File: config.mk
export PLATFORM = sky130hd
export DESIGN_NAME = trajectory_costmap_critic_unit_flat
export DESIGN_NICKNAME = d
export VERILOG_FILES = /design/src/rtl/tccc_pkg.sv /design/src/rtl/tccc_ifs.sv /design/src/rtl/tccc_cost_engine.sv /design/src/rtl/trajectory_costmap_critic_unit.sv /design/src/flat_wrapper.sv
export VERILOG_INCLUDE_DIRS = /design/src /design/src/rtl
export SDC_FILE = /design/constraint.sdc
export NUM_CORES = 2
export LEC_CHECK = 0
export BUFFER_PORTS_ARGS = -buffer_cell sky130_fd_sc_hd__buf_4
export CAP_MARGIN = 15
export CELL_PAD_IN_SITES_DETAIL_PLACEMENT = 0
export CELL_PAD_IN_SITES_GLOBAL_PLACEMENT = 1
export CORE_AREA = 2 2 342 598
export DETAILED_ROUTE_END_ITERATION = 7
export DIE_AREA = 0 0 344 600
export GPL_TIMING_DRIVEN = 0
export HOLD_SLACK_MARGIN = 0.08
export PLACE_DENSITY_LB_ADDON = 0.1
export SYNTH_ARGS = -nofsm -noshare
export SYNTH_HDL_FRONTEND = slang
export SYNTH_SLANG_ARGS = --single-unit
File: constraint.sdc
create_clock -name clk -period 18.1 [get_ports clk]
set_clock_uncertainty 0.15 [all_clocks]
set_input_delay 4.525 -clock clk [delete_from_list [all_inputs] [get_ports clk]]
set_output_delay 4.525 -clock clk [all_outputs]
set_load 0.05 [all_outputs]
File: src/rtl/trajectory_costmap_critic_unit_macros.svh
// ============================================================================
// Trajectory costmap critic assertion macros
// Shared concurrent assertion forms for the critic RTL.
// ============================================================================
`ifndef TRAJECTORY_COSTMAP_CRITIC_UNIT_MACROS_SVH
`define TRAJECTORY_COSTMAP_CRITIC_UNIT_MACROS_SVH

// The consequent must hold in the same cycle as the antecedent.
`define TCCC_ASSERT_SAME(lbl, clk, rstn, ante, cons, msg) \
    lbl: assert property (@(posedge clk) disable iff (!rstn) (ante) |-> (cons)) \
        else $error(msg);

// The consequent must hold in the cycle after the antecedent.
`define TCCC_ASSERT_NEXT(lbl, clk, rstn, ante, cons, msg) \
    lbl: assert property (@(posedge clk) disable iff (!rstn) (ante) |=> (cons)) \
        else $error(msg);

`endif

File: src/rtl/tccc_pkg.sv
// ============================================================================
// Trajectory costmap critic package
// Types and constants shared by the critic modules.
// ============================================================================
`default_nettype none

package tccc_pkg;

    localparam int CFG_INDEX_W = 3;
    localparam int CFG_DATA_W  = 32;
    localparam int COST_W      = 48;

    localparam logic [CFG_INDEX_W-1:0] REG_NEAR_LEVEL    = 3'd0;
    localparam logic [CFG_INDEX_W-1:0] REG_CRIT_PENALTY  = 3'd1;
    localparam logic [CFG_INDEX_W-1:0] REG_COLL_PENALTY  = 3'd2;
    localparam logic [CFG_INDEX_W-1:0] REG_EXPONENT      = 3'd3;
    localparam logic [CFG_INDEX_W-1:0] REG_SCALE         = 3'd4;
    localparam logic [CFG_INDEX_W-1:0] REG_TRACK_UNKNOWN = 3'd5;

    localparam logic [7:0] CELL_UNKNOWN   = 8'd255;
    localparam logic [7:0] CELL_LETHAL    = 8'd254;
    localparam logic [7:0] CELL_INSCRIBED = 8'd253;

    localparam logic [COST_W-1:0] COST_MAX = {COST_W{1'b1}};

    typedef struct packed {
        logic        start;
        logic [31:0] run;
        logic [31:0] scale;
        logic [2:0]  exponent;
    } eng_req_t;

    typedef struct packed {
        logic              done;
        logic [COST_W-1:0] cost;
    } eng_rsp_t;

endpackage

`default_nettype wire

File: src/rtl/tccc_ifs.sv
// ============================================================================
// Trajectory costmap critic channels
// Valid/ready channels for trajectory points and trajectory results.
// ============================================================================
`default_nettype none

interface tccc_point_if;
    logic       valid;
    logic       ready;
    logic [7:0] cell_cost;
    logic       outside_map;
    logic       near_goal;
    logic       last_point;
    logic       last_trajectory;

    modport source (output valid, cell_cost, outside_map, near_goal, last_point,
                    last_trajectory, input ready);
    modport sink (input valid, cell_cost, outside_map, near_goal, last_point,
                  last_trajectory, output ready);
endinterface

interface tccc_result_if;
    logic        valid;
    logic        ready;
    logic [47:0] trajectory_cost;
    logic        collided;
    logic        all_collided;
    logic        batch_done;

    modport source (output valid, trajectory_cost, collided, all_collided, batch_done,
                    input ready);
    modport sink (input valid, trajectory_cost, collided, all_collided, batch_done,
                  output ready);
endinterface

`default_nettype wire

File: src/rtl/tccc_cost_engine.sv
// ============================================================================
// Trajectory costmap critic cost engine
// Scales the accumulated cost and raises it to the configured power with one
// shared 32 by 32 multiplier under a small sequencer.
// ============================================================================
`default_nettype none

module tccc_cost_engine (
    input  wire logic               clk,
    input  wire logic               rst_n,
    input  wire tccc_pkg::eng_req_t req,
    input  wire logic               ack,
    output tccc_pkg::eng_rsp_t      rsp
);

    typedef enum logic [4:0] {
        E_IDLE = 5'b00001,
        E_BASE = 5'b00010,
        E_PMUL = 5'b00100,
        E_PACC = 5'b01000,
        E_DONE = 5'b10000
    } eng_state_t;

    typedef enum logic [1:0] {
        SH_0  = 2'd0,
        SH_24 = 2'd1,
        SH_48 = 2'd2
    } shift_t;

    eng_state_t  state_reg, state_next;
    logic [2:0]  cnt_reg, cnt_next;
    logic [1:0]  step_reg, step_next;
    shift_t      sh_reg, sh_next;
    logic [31:0] run_reg, run_next;
    logic [31:0] scale_reg, scale_next;
    logic [47:0] base_reg, base_next;
    logic [47:0] acc_reg, acc_next;
    logic [47:0] pp_reg, pp_next;
    logic [95:0] sum_reg, sum_next;

    logic [31:0] mul_a;
    logic [31:0] mul_b;
    logic [63:0] mul_p;
    logic [95:0] pp_shifted;
    logic [95:0] sum_add;
    shift_t      step_sh;

    always_comb
    begin
        mul_a = 32'd0;
        mul_b = 32'd0;
        if (state_reg == E_BASE)
        begin
            mul_a = run_reg;
            mul_b = scale_reg;
        end
        else
        begin
            case (step_reg)
                2'd0:
                begin
                    mul_a = {8'd0, acc_reg[23:0]};
                    mul_b = {8'd0, base_reg[23:0]};
                end
                2'd1:
                begin
                    mul_a = {8'd0, acc_reg[23:0]};
                    mul_b = {8'd0, base_reg[47:24]};
                end
                2'd2:
                begin
                    mul_a = {8'd0, acc_reg[47:24]};
                    mul_b = {8'd0, base_reg[23:0]};
                end
                default:
                begin
                    mul_a = {8'd0, acc_reg[47:24]};
                    mul_b = {8'd0, base_reg[47:24]};
                end
            endcase
        end
    end

    assign mul_p = mul_a * mul_b;

    always_comb
    begin
        case (step_reg)
            2'd0:    step_sh = SH_0;
            2'd3:    step_sh = SH_48;
            default: step_sh = SH_24;
        endcase
    end

    always_comb
    begin
        case (sh_reg)
            SH_0:    pp_shifted = {48'd0, pp_reg};
            SH_24:   pp_shifted = {24'd0, pp_reg, 24'd0};
            SH_48:   pp_shifted = {pp_reg, 48'd0};
            default: pp_shifted = 96'd0;
        endcase
    end

    assign sum_add = sum_reg + pp_shifted;

    always_comb
    begin
        state_next = state_reg;
        cnt_next   = cnt_reg;
        step_next  = step_reg;
        sh_next    = sh_reg;
        run_next   = run_reg;
        scale_next = scale_reg;
        base_next  = base_reg;
        acc_next   = acc_reg;
        pp_next    = pp_reg;
        sum_next   = sum_reg;
        case (state_reg)
            E_IDLE:
            begin
                if (req.start)
                begin
                    run_next   = req.run;
                    scale_next = req.scale;
                    cnt_next   = (req.exponent == 3'd0) ? 3'd0 : req.exponent - 3'd1;
                    state_next = E_BASE;
                end
            end
            E_BASE:
            begin
                base_next = mul_p[63:16];
                acc_next  = mul_p[63:16];
                step_next = 2'd0;
                state_next = (cnt_reg == 3'd0) ? E_DONE : E_PMUL;
            end
            E_PMUL:
            begin
                pp_next   = mul_p[47:0];
                sh_next   = step_sh;
                sum_next  = (step_reg == 2'd0) ? 96'd0 : sum_add;
                step_next = step_reg + 2'd1;
                if (step_reg == 2'd3)
                begin
                    state_next = E_PACC;
                end
            end
            E_PACC:
            begin
                acc_next   = (|sum_add[95:56]) ? tccc_pkg::COST_MAX : sum_add[55:8];
                cnt_next   = cnt_reg - 3'd1;
                step_next  = 2'd0;
                state_next = (cnt_reg == 3'd1) ? E_DONE : E_PMUL;
            end
            E_DONE:
            begin
                if (ack)
                begin
                    state_next = E_IDLE;
                end
            end
            default:
            begin
                state_next = E_IDLE;
            end
        endcase
    end

    always_ff @(posedge clk or negedge rst_n)
    begin
        if (!rst_n)
        begin
            state_reg <= E_IDLE;
            cnt_reg   <= 3'd0;
            step_reg  <= 2'd0;
        end
        else
        begin
            state_reg <= state_next;
            cnt_reg   <= cnt_next;
            step_reg  <= step_next;
        end
    end

    always_ff @(posedge clk)
    begin
        sh_reg    <= sh_next;
        run_reg   <= run_next;
        scale_reg <= scale_next;
        base_reg  <= base_next;
        acc_reg   <= acc_next;
        pp_reg    <= pp_next;
        sum_reg   <= sum_next;
    end

    assign rsp.done = (state_reg == E_DONE);
    assign rsp.cost = acc_reg;

endmodule

`default_nettype wire

File: src/rtl/trajectory_costmap_critic_unit.sv
// ============================================================================
// Trajectory costmap critic
// Scores sampled trajectories point by point against costmap cell costs.
// ============================================================================
// Points arrive on the point channel and results leave on the result channel,
// both valid/ready; an item moves at a clock edge with valid and ready high.
// A point that does not close a trajectory is folded into the running cost in
// the cycle it is accepted, so such points stream at one item per cycle while
// not busy. A point with last_point set starts the cost engine, and the point
// channel is not ready until the result is loaded into the output register.
// The engine scales once, then runs a multiply-accumulate pass per power step
// on its shared multiplier (exponent zero counts as one). The result register
// frees the input side as soon as it is loaded, so a stalled receiver only
// holds the block once a second result is ready. Registers are written on the
// plain write port while the block is idle; the user ensures this, not the
// block. Reset restores the register defaults, clears the running cost and
// collision flag, and sets the batch collision flag.
// ============================================================================
`default_nettype none

`include "trajectory_costmap_critic_unit_macros.svh"

module trajectory_costmap_critic_unit (
    input  wire logic                               clk,
    input  wire logic                               rst_n,
    tccc_point_if.sink                              point,
    tccc_result_if.source                           result,
    input  wire logic                               cfg_write,
    input  wire logic [tccc_pkg::CFG_INDEX_W-1:0]   cfg_index,
    input  wire logic [tccc_pkg::CFG_DATA_W-1:0]    cfg_data
);

    logic [7:0]  near_level_reg;
    logic [15:0] crit_penalty_reg;
    logic [23:0] coll_penalty_reg;
    logic [2:0]  exponent_reg;
    logic [31:0] scale_reg;
    logic        track_unknown_reg;

    logic [31:0] run_reg, run_next;
    logic        hit_reg, hit_next;
    logic        all_hit_reg, all_hit_next;
    logic        busy_reg, busy_next;
    logic        last_traj_reg;
    logic        out_valid_reg, out_valid_next;
    logic [47:0] out_cost_reg;
    logic        out_coll_reg;
    logic        out_all_reg;
    logic        out_done_reg;

    logic        pt_accept;
    logic [7:0]  eff_cost;
    logic        collide;
    logic [32:0] add_sum;
    logic [31:0] add_val;
    logic [31:0] run_upd;
    logic        hit_upd;
    logic        out_free;
    logic        eng_ack;

    tccc_pkg::eng_req_t eng_req;
    tccc_pkg::eng_rsp_t eng_rsp;

    always_ff @(posedge clk or negedge rst_n)
    begin
        if (!rst_n)
        begin
            near_level_reg    <= 8'd253;
            crit_penalty_reg  <= 16'd300;
            coll_penalty_reg  <= 24'd1000000;
            exponent_reg      <= 3'd1;
            scale_reg         <= 32'd660520;
            track_unknown_reg <= 1'b0;
        end
        else if (cfg_write)
        begin
            case (cfg_index)
                tccc_pkg::REG_NEAR_LEVEL:    near_level_reg    <= cfg_data[7:0];
                tccc_pkg::REG_CRIT_PENALTY:  crit_penalty_reg  <= cfg_data[15:0];
                tccc_pkg::REG_COLL_PENALTY:  coll_penalty_reg  <= cfg_data[23:0];
                tccc_pkg::REG_EXPONENT:      exponent_reg      <= cfg_data[2:0];
                tccc_pkg::REG_SCALE:         scale_reg         <= cfg_data[31:0];
                tccc_pkg::REG_TRACK_UNKNOWN: track_unknown_reg <= cfg_data[0];
                default:
                begin
                end
            endcase
        end
    end

    assign point.ready = !busy_reg;
    assign pt_accept   = point.valid && point.ready;

    assign eff_cost = point.outside_map ? tccc_pkg::CELL_UNKNOWN : point.cell_cost;
    assign collide  = (eff_cost == tccc_pkg::CELL_LETHAL) ||
                      (eff_cost == tccc_pkg::CELL_INSCRIBED) ||
                      ((eff_cost == tccc_pkg::CELL_UNKNOWN) && !track_unknown_reg);
    assign add_val  = (eff_cost >= near_level_reg) ? {16'd0, crit_penalty_reg}
                                                   : {24'd0, eff_cost};
    assign add_sum  = {1'b0, run_reg} + {1'b0, add_val};

    always_comb
    begin
        run_upd = run_reg;
        hit_upd = hit_reg;
        if (!hit_reg && (eff_cost != 8'd0))
        begin
            if (collide)
            begin
                run_upd = {8'd0, coll_penalty_reg};
                hit_upd = 1'b1;
            end
            else if ((eff_cost >= near_level_reg) || !point.near_goal)
            begin
                run_upd = add_sum[32] ? 32'hFFFF_FFFF : add_sum[31:0];
            end
        end
    end

    assign out_free = !out_valid_reg || result.ready;
    assign eng_ack  = eng_rsp.done && out_free;

    assign eng_req.start    = pt_accept && point.last_point;
    assign eng_req.run      = run_upd;
    assign eng_req.scale    = scale_reg;
    assign eng_req.exponent = exponent_reg;

    tccc_cost_engine u_engine (
        .clk   (clk),
        .rst_n (rst_n),
        .req   (eng_req),
        .ack   (eng_ack),
        .rsp   (eng_rsp)
    );

    always_comb
    begin
        run_next       = run_reg;
        hit_next       = hit_reg;
        all_hit_next   = all_hit_reg;
        busy_next      = busy_reg;
        out_valid_next = out_valid_reg;
        if (result.ready)
        begin
            out_valid_next = 1'b0;
        end
        if (pt_accept)
        begin
            run_next = run_upd;
            hit_next = hit_upd;
            if (point.last_point)
            begin
                busy_next = 1'b1;
            end
        end
        if (eng_ack)
        begin
            run_next       = 32'd0;
            hit_next       = 1'b0;
            all_hit_next   = last_traj_reg ? 1'b1 : (all_hit_reg && hit_reg);
            busy_next      = 1'b0;
            out_valid_next = 1'b1;
        end
    end

    always_ff @(posedge clk or negedge rst_n)
    begin
        if (!rst_n)
        begin
            run_reg       <= 32'd0;
            hit_reg       <= 1'b0;
            all_hit_reg   <= 1'b1;
            busy_reg      <= 1'b0;
            out_valid_reg <= 1'b0;
        end
        else
        begin
            run_reg       <= run_next;
            hit_reg       <= hit_next;
            all_hit_reg   <= all_hit_next;
            busy_reg      <= busy_next;
            out_valid_reg <= out_valid_next;
        end
    end

    always_ff @(posedge clk)
    begin
        if (pt_accept && point.last_point)
        begin
            last_traj_reg <= point.last_trajectory;
        end
        if (eng_ack)
        begin
            out_cost_reg <= eng_rsp.cost;
            out_coll_reg <= hit_reg;
            out_all_reg  <= last_traj_reg && all_hit_reg && hit_reg;
            out_done_reg <= last_traj_reg;
        end
    end

    assign result.valid           = out_valid_reg;
    assign result.trajectory_cost = out_cost_reg;
    assign result.collided        = out_coll_reg;
    assign result.all_collided    = out_all_reg;
    assign result.batch_done      = out_done_reg;

    `TCCC_ASSERT_NEXT(a_close_sets_busy, clk, rst_n, pt_accept && point.last_point, busy_reg, "closing point did not hold off the point channel")
    `TCCC_ASSERT_NEXT(a_engine_holds, clk, rst_n, eng_rsp.done && !out_free, eng_rsp.done && $stable(eng_rsp.cost), "engine dropped a result that was not taken")
    `TCCC_ASSERT_SAME(a_all_implies_hit, clk, rst_n, result.valid && result.all_collided, result.collided, "all_collided without collided")
    `TCCC_ASSERT_SAME(a_all_only_at_end, clk, rst_n, result.valid && !result.batch_done, !result.all_collided, "all_collided outside the closing result")
    `TCCC_ASSERT_SAME(a_engine_busy, clk, rst_n, eng_rsp.done, busy_reg, "engine finished while the block was idle")

endmodule

`default_nettype wire
File: src/flat_wrapper.sv
// flat-port wrapper written by rule: the top's interface ports become plain ports
module trajectory_costmap_critic_unit_flat 
  (clk, rst_n, cfg_write, cfg_index, cfg_data, point_valid, point_cell_cost, point_outside_map, point_near_goal, point_last_point, point_last_trajectory, point_ready, result_valid, result_trajectory_cost, result_collided, result_all_collided, result_batch_done, result_ready);
  tccc_point_if point_i ();
  tccc_result_if result_i ();
  input  wire logic clk;
  input  wire logic rst_n;
  input  wire logic cfg_write;
  input  wire logic [tccc_pkg::CFG_INDEX_W-1:0] cfg_index;
  input  wire logic [tccc_pkg::CFG_DATA_W-1:0] cfg_data;
  input wire logic [$bits(point_i.valid)-1:0] point_valid;
  input wire logic [$bits(point_i.cell_cost)-1:0] point_cell_cost;
  input wire logic [$bits(point_i.outside_map)-1:0] point_outside_map;
  input wire logic [$bits(point_i.near_goal)-1:0] point_near_goal;
  input wire logic [$bits(point_i.last_point)-1:0] point_last_point;
  input wire logic [$bits(point_i.last_trajectory)-1:0] point_last_trajectory;
  output wire logic [$bits(point_i.ready)-1:0] point_ready;
  output wire logic [$bits(result_i.valid)-1:0] result_valid;
  output wire logic [$bits(result_i.trajectory_cost)-1:0] result_trajectory_cost;
  output wire logic [$bits(result_i.collided)-1:0] result_collided;
  output wire logic [$bits(result_i.all_collided)-1:0] result_all_collided;
  output wire logic [$bits(result_i.batch_done)-1:0] result_batch_done;
  input wire logic [$bits(result_i.ready)-1:0] result_ready;
  assign point_i.valid = point_valid;
  assign point_i.cell_cost = point_cell_cost;
  assign point_i.outside_map = point_outside_map;
  assign point_i.near_goal = point_near_goal;
  assign point_i.last_point = point_last_point;
  assign point_i.last_trajectory = point_last_trajectory;
  assign point_ready = point_i.ready;
  assign result_valid = result_i.valid;
  assign result_trajectory_cost = result_i.trajectory_cost;
  assign result_collided = result_i.collided;
  assign result_all_collided = result_i.all_collided;
  assign result_batch_done = result_i.batch_done;
  assign result_i.ready = result_ready;
  trajectory_costmap_critic_unit u_core (.clk(clk), .rst_n(rst_n), .point(point_i), .result(result_i), .cfg_write(cfg_write), .cfg_index(cfg_index), .cfg_data(cfg_data));
endmodule
# After elaboration in Yosys (flattened, before gate mapping)
# Cells that the tools add are included.
[word_totals]
wordCells = 137
register_bits = 488
output_inout_bits = 53
[op_classes]
muxes = 36
n_reduce_logical = 46
n_lt_le_gt_ge = 1
eq_ne = 22
mul = 1
addsub = 5
[op_table]
columns = ["op", "count"]
rows = [
  ["96-bit case mux with 3 select lines", 1],
  ["32-bit two-way mux", 8],
  ["96-bit adder", 1],
  ["48-bit case mux with 2 select lines", 1],
  ["32-bit by 32-bit multiplier with 64-bit output", 1],
  ["24-bit two-way mux", 2],
  ["48-bit two-way mux", 1],
  ["40-bit OR reduction", 1],
  ["32-bit by 32-bit adder with 33-bit output", 1],
  ["5-bit two-way mux", 5],
  ["5-bit case mux with 5 select lines", 1],
  ["8-bit == test (second input constant)", 3],
  ["2-bit AND reduction", 9],
  ["16-bit two-way mux", 1],
  ["2-bit nonzero test", 8],
  ["1-bit two-way mux", 10],
  ["3-bit zero test", 3],
  ["8-bit greater-or-equal comparator", 1],
  ["1-bit logical AND", 8],
  ["8-bit two-way mux", 1],
  ["2-bit case mux with 2 select lines", 2],
  ["8-bit nonzero test", 1],
  ["2-bit == test (second input constant)", 3],
  ["3-bit by 1-bit == test with 1-bit output (second input constant)", 2],
  ["other kinds (19)", 36],
]

# Longest topological paths before layout
[depth]
word_depth = 10
ltp_mapped = 39
ltp_nobuf = 36

# Modules after synthesis
# Synthesis repeated with hierarchy kept, for this count alone.
[hier_totals]
hier_cells = 6583
area_unflattened_um2 = 61517.8
[modules_own_cells]
columns = ["module", "area_each_um2", "cells_each", "instances"]
rows = [
  ["tccc_cost_engine", 52764.4, 5837, 1],
  ["trajectory_costmap_critic_unit", 8753.4, 746, 1],
]

# Least setup slack after synthesis
# Ideal clock, no wire load.
[synth_timing]
path_type = "register to register"
from = "reg u_core.u_engine.state_reg[3]"
to = "reg u_core.u_engine.acc_reg[47] (data pin)"
required_ns = 17.688
synth_period_minus_slack_ns = 10.193
path_slack_ns = 7.907
n_path_buf = 5
setup_ns = 0.262
t_arrival_ns = 9.781
path_stages_with_launch = 32
cell_sequence = "dfrtp_1 nor3_1 and3b_1 clkbuf_1 clkbuf_1 clkbuf_1 clkbuf_1 clkbuf_1 nand3_1 fa_1 fa_1 fa_1 fa_1 inv_1 fa_1 fa_1 fa_1 inv_1 fa_1 inv_1 ha_1 inv_1 nor2_1 nor2_1 o32ai_1 a21o_1 a2111oi_2 o31ai_1 a221o_1 a21oi_1 xnor2_1 a2bb2oi_1"
[synth_via]
elab_chain_cells = 4
elab_cells_between_ends = 6
cone_classes = "mul (1); eq/ne (2); mux (3)"
[synth_lines]
columns = ["element", "line", "rtl"]
rows = [
  ["start, declared", "tccc_cost_engine.sv:30", "eng_state_t state_reg, state_next;"],
  ["start signal, assigned", "tccc_cost_engine.sv:179", "state_reg <= state_next;"],
  ["5-bit by 2-bit == test with 1-bit output *", "tccc_cost_engine.sv:52", "if (state_reg == E_BASE)"],
  ["32-bit two-way mux", "tccc_cost_engine.sv:52", ""],
  ["32-bit by 32-bit multiplier with 64-bit output *", "tccc_cost_engine.sv:84", "assign mul_p = mul_a * mul_b;"],
  ["net u_core.u_engine.mul_p[63]", "tccc_cost_engine.sv:43", "logic [63:0] mul_p;"],
  ["48-bit case mux with 2 select lines *", "tccc_cost_engine.sv:119", "case (state_reg)"],
  ["net u_core.u_engine.acc_next[47]", "tccc_cost_engine.sv:37", "logic [47:0] acc_reg, acc_next;"],
  ["end signal, assigned", "tccc_cost_engine.sv:191", "acc_reg <= acc_next;"],
  ["end, declared", "tccc_cost_engine.sv:37", ""],
]
# The timed path passes the listed nets; every way through them passes the cells marked *.
# A chain may end at the register's enable or synchronous reset.

# Worst setup path after layout
[layout_timing]
from = "reg u_core.u_engine.state_reg[3]"
to = "reg u_core.u_engine.acc_reg[32] (data pin)"
# The elaborated chain is that of the path after synthesis.

==> metrics.txt <==
Die ar. 206000 sq um; pins over their slew limit 0; Worst Path Required 18300 ps; H-tree depth 2; Final min period 14250 ps; Cells after Synth 6440; number of flip-flops in the largest register 96; post-layout instance area 67100 sq um; commonest non-fill, non-tap cell in the layout inv_1; Final nets 7992; most frequent cells in the layout 912 x inv_1, 898 x fa_1, 758 x nor2_1, 658 x nand2_1, 392 x ha_1; syn nets 7782; setup_tns 0 ps; CP Launch Type register; f_max 70.2 MHz; core area 201000 sq um; vias in the first global route 52759; multi-input logic area 41400 sq um; # DRC 0; clock tree buffer depth 3; initial antenna violation count 14; Starting Density 29.9%; PostCTS Resize Cnt 0; P&R area growth vs syn 11.4%; pin count of the biggest net entering global routing 104; crit-path max FO 10; CTS tree yes; TritonCTS Buffers 58; cell count after placement 9228; Worst Hold Class reg2reg; final hold vios 0; Worst Path Arrival 14450 ps; max-cap viol count 0; setup violators final 0; Die Ht 600 um; GPL Wtd Cong 0.965; Ports 105; GRT overflow 0; #FFs+latches synth 488; Skew-Pair Late Insertion Delay 740 ps; Vias 49091; max incr delay on CP 1020 ps; LEAKAGE 30.1 nW; asr flop ratio synth 26.6%; DR iter-0 viols 3346; Worst path most repeated cell fa_1; DP HPWL 253000 um; Non-Filler Instances 9346; unrepaired setup endpoints after global routing false; DR WL/cell 31.6 um; Clock Root Buffer clkbuf_16; dominant synthesized flop cell edfxtp_1; Seq/Total Area, Yosys 23.3%; register area 14000 sq um; share of cells above drive strength 1 6.76%; Mapped Area 60300 sq um; Die Wd 344 um; GRT Total Usage 28.7%; Max stage delay cell, worst path o211ai_1; worst setup path class reg2reg; drt total wl 296000 um; first-pass GRT wire length 409000 um; Max-Slew Margin vs Limit 11.0%; pwr/cell area 42.0 nW/um^2; Mean Syn Cell Area 9.36 sq um; Crit. End Element register; Least-Margin Pin Slew 1340 ps; synth unique cells 88; Post-synth EDFFs 358; fillcell total 21412; status finished clean; hold buffers post-CTS 0; CTS Sinks 488; Cell Area, Placed 65000 sq um; Cell Rows 218; IO Port Bufs 104; Worst-path clk slew 70 ps; DR vias/cell 5.25; Post-CTS Setup Bufs 0; yosys warns 0; drt pass-1 iters 5; Final period util 78.7%; Final ANT Viol Nets 0; peak supply drop 0.0820 mV
[worst max-delay path: cells and delay by family (launching register included)]
kind,cells,cell delay (ps)
xor gates and xnor gates,1,170
and+or+nand+nor,7,1450
buffers and inverters,7,3550
DFF,1,410
AOI/OAI and AO/OA,7,4010
adders and majority gates,9,4090
[area by class of cell]
class / instances / share of cell area [%]
Inverter: 915 / 5.13
Buffer: 364 / 2.09
Sequential cell: 488 / 20.9
Timing Repair Buffer: 150 / 2.05
Antenna cell: 6 / 0.0224
Clock buffer: 71 / 2.33
Clock inverter: 39 / 0.752
Multi-Input combinational cell: 4673 / 61.8
Tap cell: 2640 / 4.92
[worst paths after layout]
path	start	endpoint	slack (ps)	cells after the start
setup reg to reg	u_core.u_engine.state_reg[3]$_DFFE_PN0P_	u_core.u_engine.acc_reg[32]$_DFFE_PP_	3850	31
hold reg to reg	u_core.u_engine.acc_reg[23]$_DFFE_PP_	u_core.result.trajectory_cost[23]$_DFFE_PP_	280	0
min in group asynchronous	rst_n	u_core.scale_reg[8]$_DFFE_PN0P_	3640	1
hold / removal	u_core.u_engine.acc_reg[23]$_DFFE_PP_	u_core.result.trajectory_cost[23]$_DFFE_PP_	280	0
setup / recovery	u_core.u_engine.state_reg[3]$_DFFE_PN0P_	u_core.u_engine.acc_reg[32]$_DFFE_PP_	3850	31
max in group asynchronous	rst_n	u_core.u_engine.state_reg[0]$_DFFE_PN1P_	13230	2
[through the flow]
step	hold slack (ps)	setup WS (ps)	power (mW)	utilization [%]
finish	285	3850	2.82	33.3
global route	304	3680	2.91	33.3
CTS	276	4300	2.85	33.3
detailed placement	286	4360	1.54	32.3
global placement	282	2900	1.54	32.0
floorplan	270	7910	1.44	-
[synth_stat cells, types with 27 or more instances]
| cell | n | area share [%] |
|---|---|---|
| inv_1 | 914 | 5.7 |
| fa_1 | 898 | 30 |
| nor2_1 | 758 | 4.7 |
| nand2_1 | 658 | 4.1 |
| ha_1 | 392 | 8.1 |
| a21oi_1 | 374 | 3.1 |
| edfxtp_1 | 358 | 18 |
| clkbuf_1 | 317 | 2.0 |
| and3_1 | 223 | 2.3 |
| o21ai_0 | 194 | 1.6 |
| dfrtp_1 | 103 | 4.3 |
| xnor2_1 | 84 | 1.2 |
| a21o_1 | 80 | 1.0 |
| mux2_2 | 80 | 1.5 |
| and2_1 | 79 | 0.82 |
| nand4_1 | 72 | 0.75 |
| xor2_1 | 69 | 1.0 |
| o21a_1 | 64 | 0.80 |
| nor3_1 | 61 | 0.51 |
| mux2i_1 | 55 | 0.91 |
| nand3_1 | 54 | 0.45 |
| nand2b_1 | 40 | 0.42 |
| or2_2 | 38 | 0.39 |
| a31oi_1 | 35 | 0.36 |
| buf_1 | 32 | 0.20 |
| a211oi_1 | 29 | 0.36 |
| nor2b_1 | 28 | 0.29 |
| dfstp_2 | 27 | 1.2 |
[power by group]
| part | switching, mW | leakage (nW) | internal [mW] | total, mW |
|---|---|---|---|---|
| Combinational | 0.132 | 25.0 | 0.101 | 0.233 |
| Sequential | 0.0325 | 4.05 | 1.25 | 1.28 |
| Clock | 0.559 | 1.00 | 0.739 | 1.30 |
| Total | 0.724 | 30.1 | 2.09 | 2.82 |
[metal layers]
layer	vias up	share of wire, %	global-route usage, %
met2	1732	54	54.5
met1	25099	32	27.1
li1	21493	-	-
met3	765	3.5	3.01
met5	-	0.0044	0
met4	2	11	24.7
[kinds of logic after synthesis]
family / share of synthesized area (%)
XOR/XNOR: 2.22
AND/OR/NAND/NOR: 15.6
flip-flops: 23.3
adder cells (fa/ha/maj): 38.0
multiplexers: 2.41
buffers and inverters: 8.02
AO/OA/AOI/OAI: 10.5
Power figures use the tool's default switching activity.
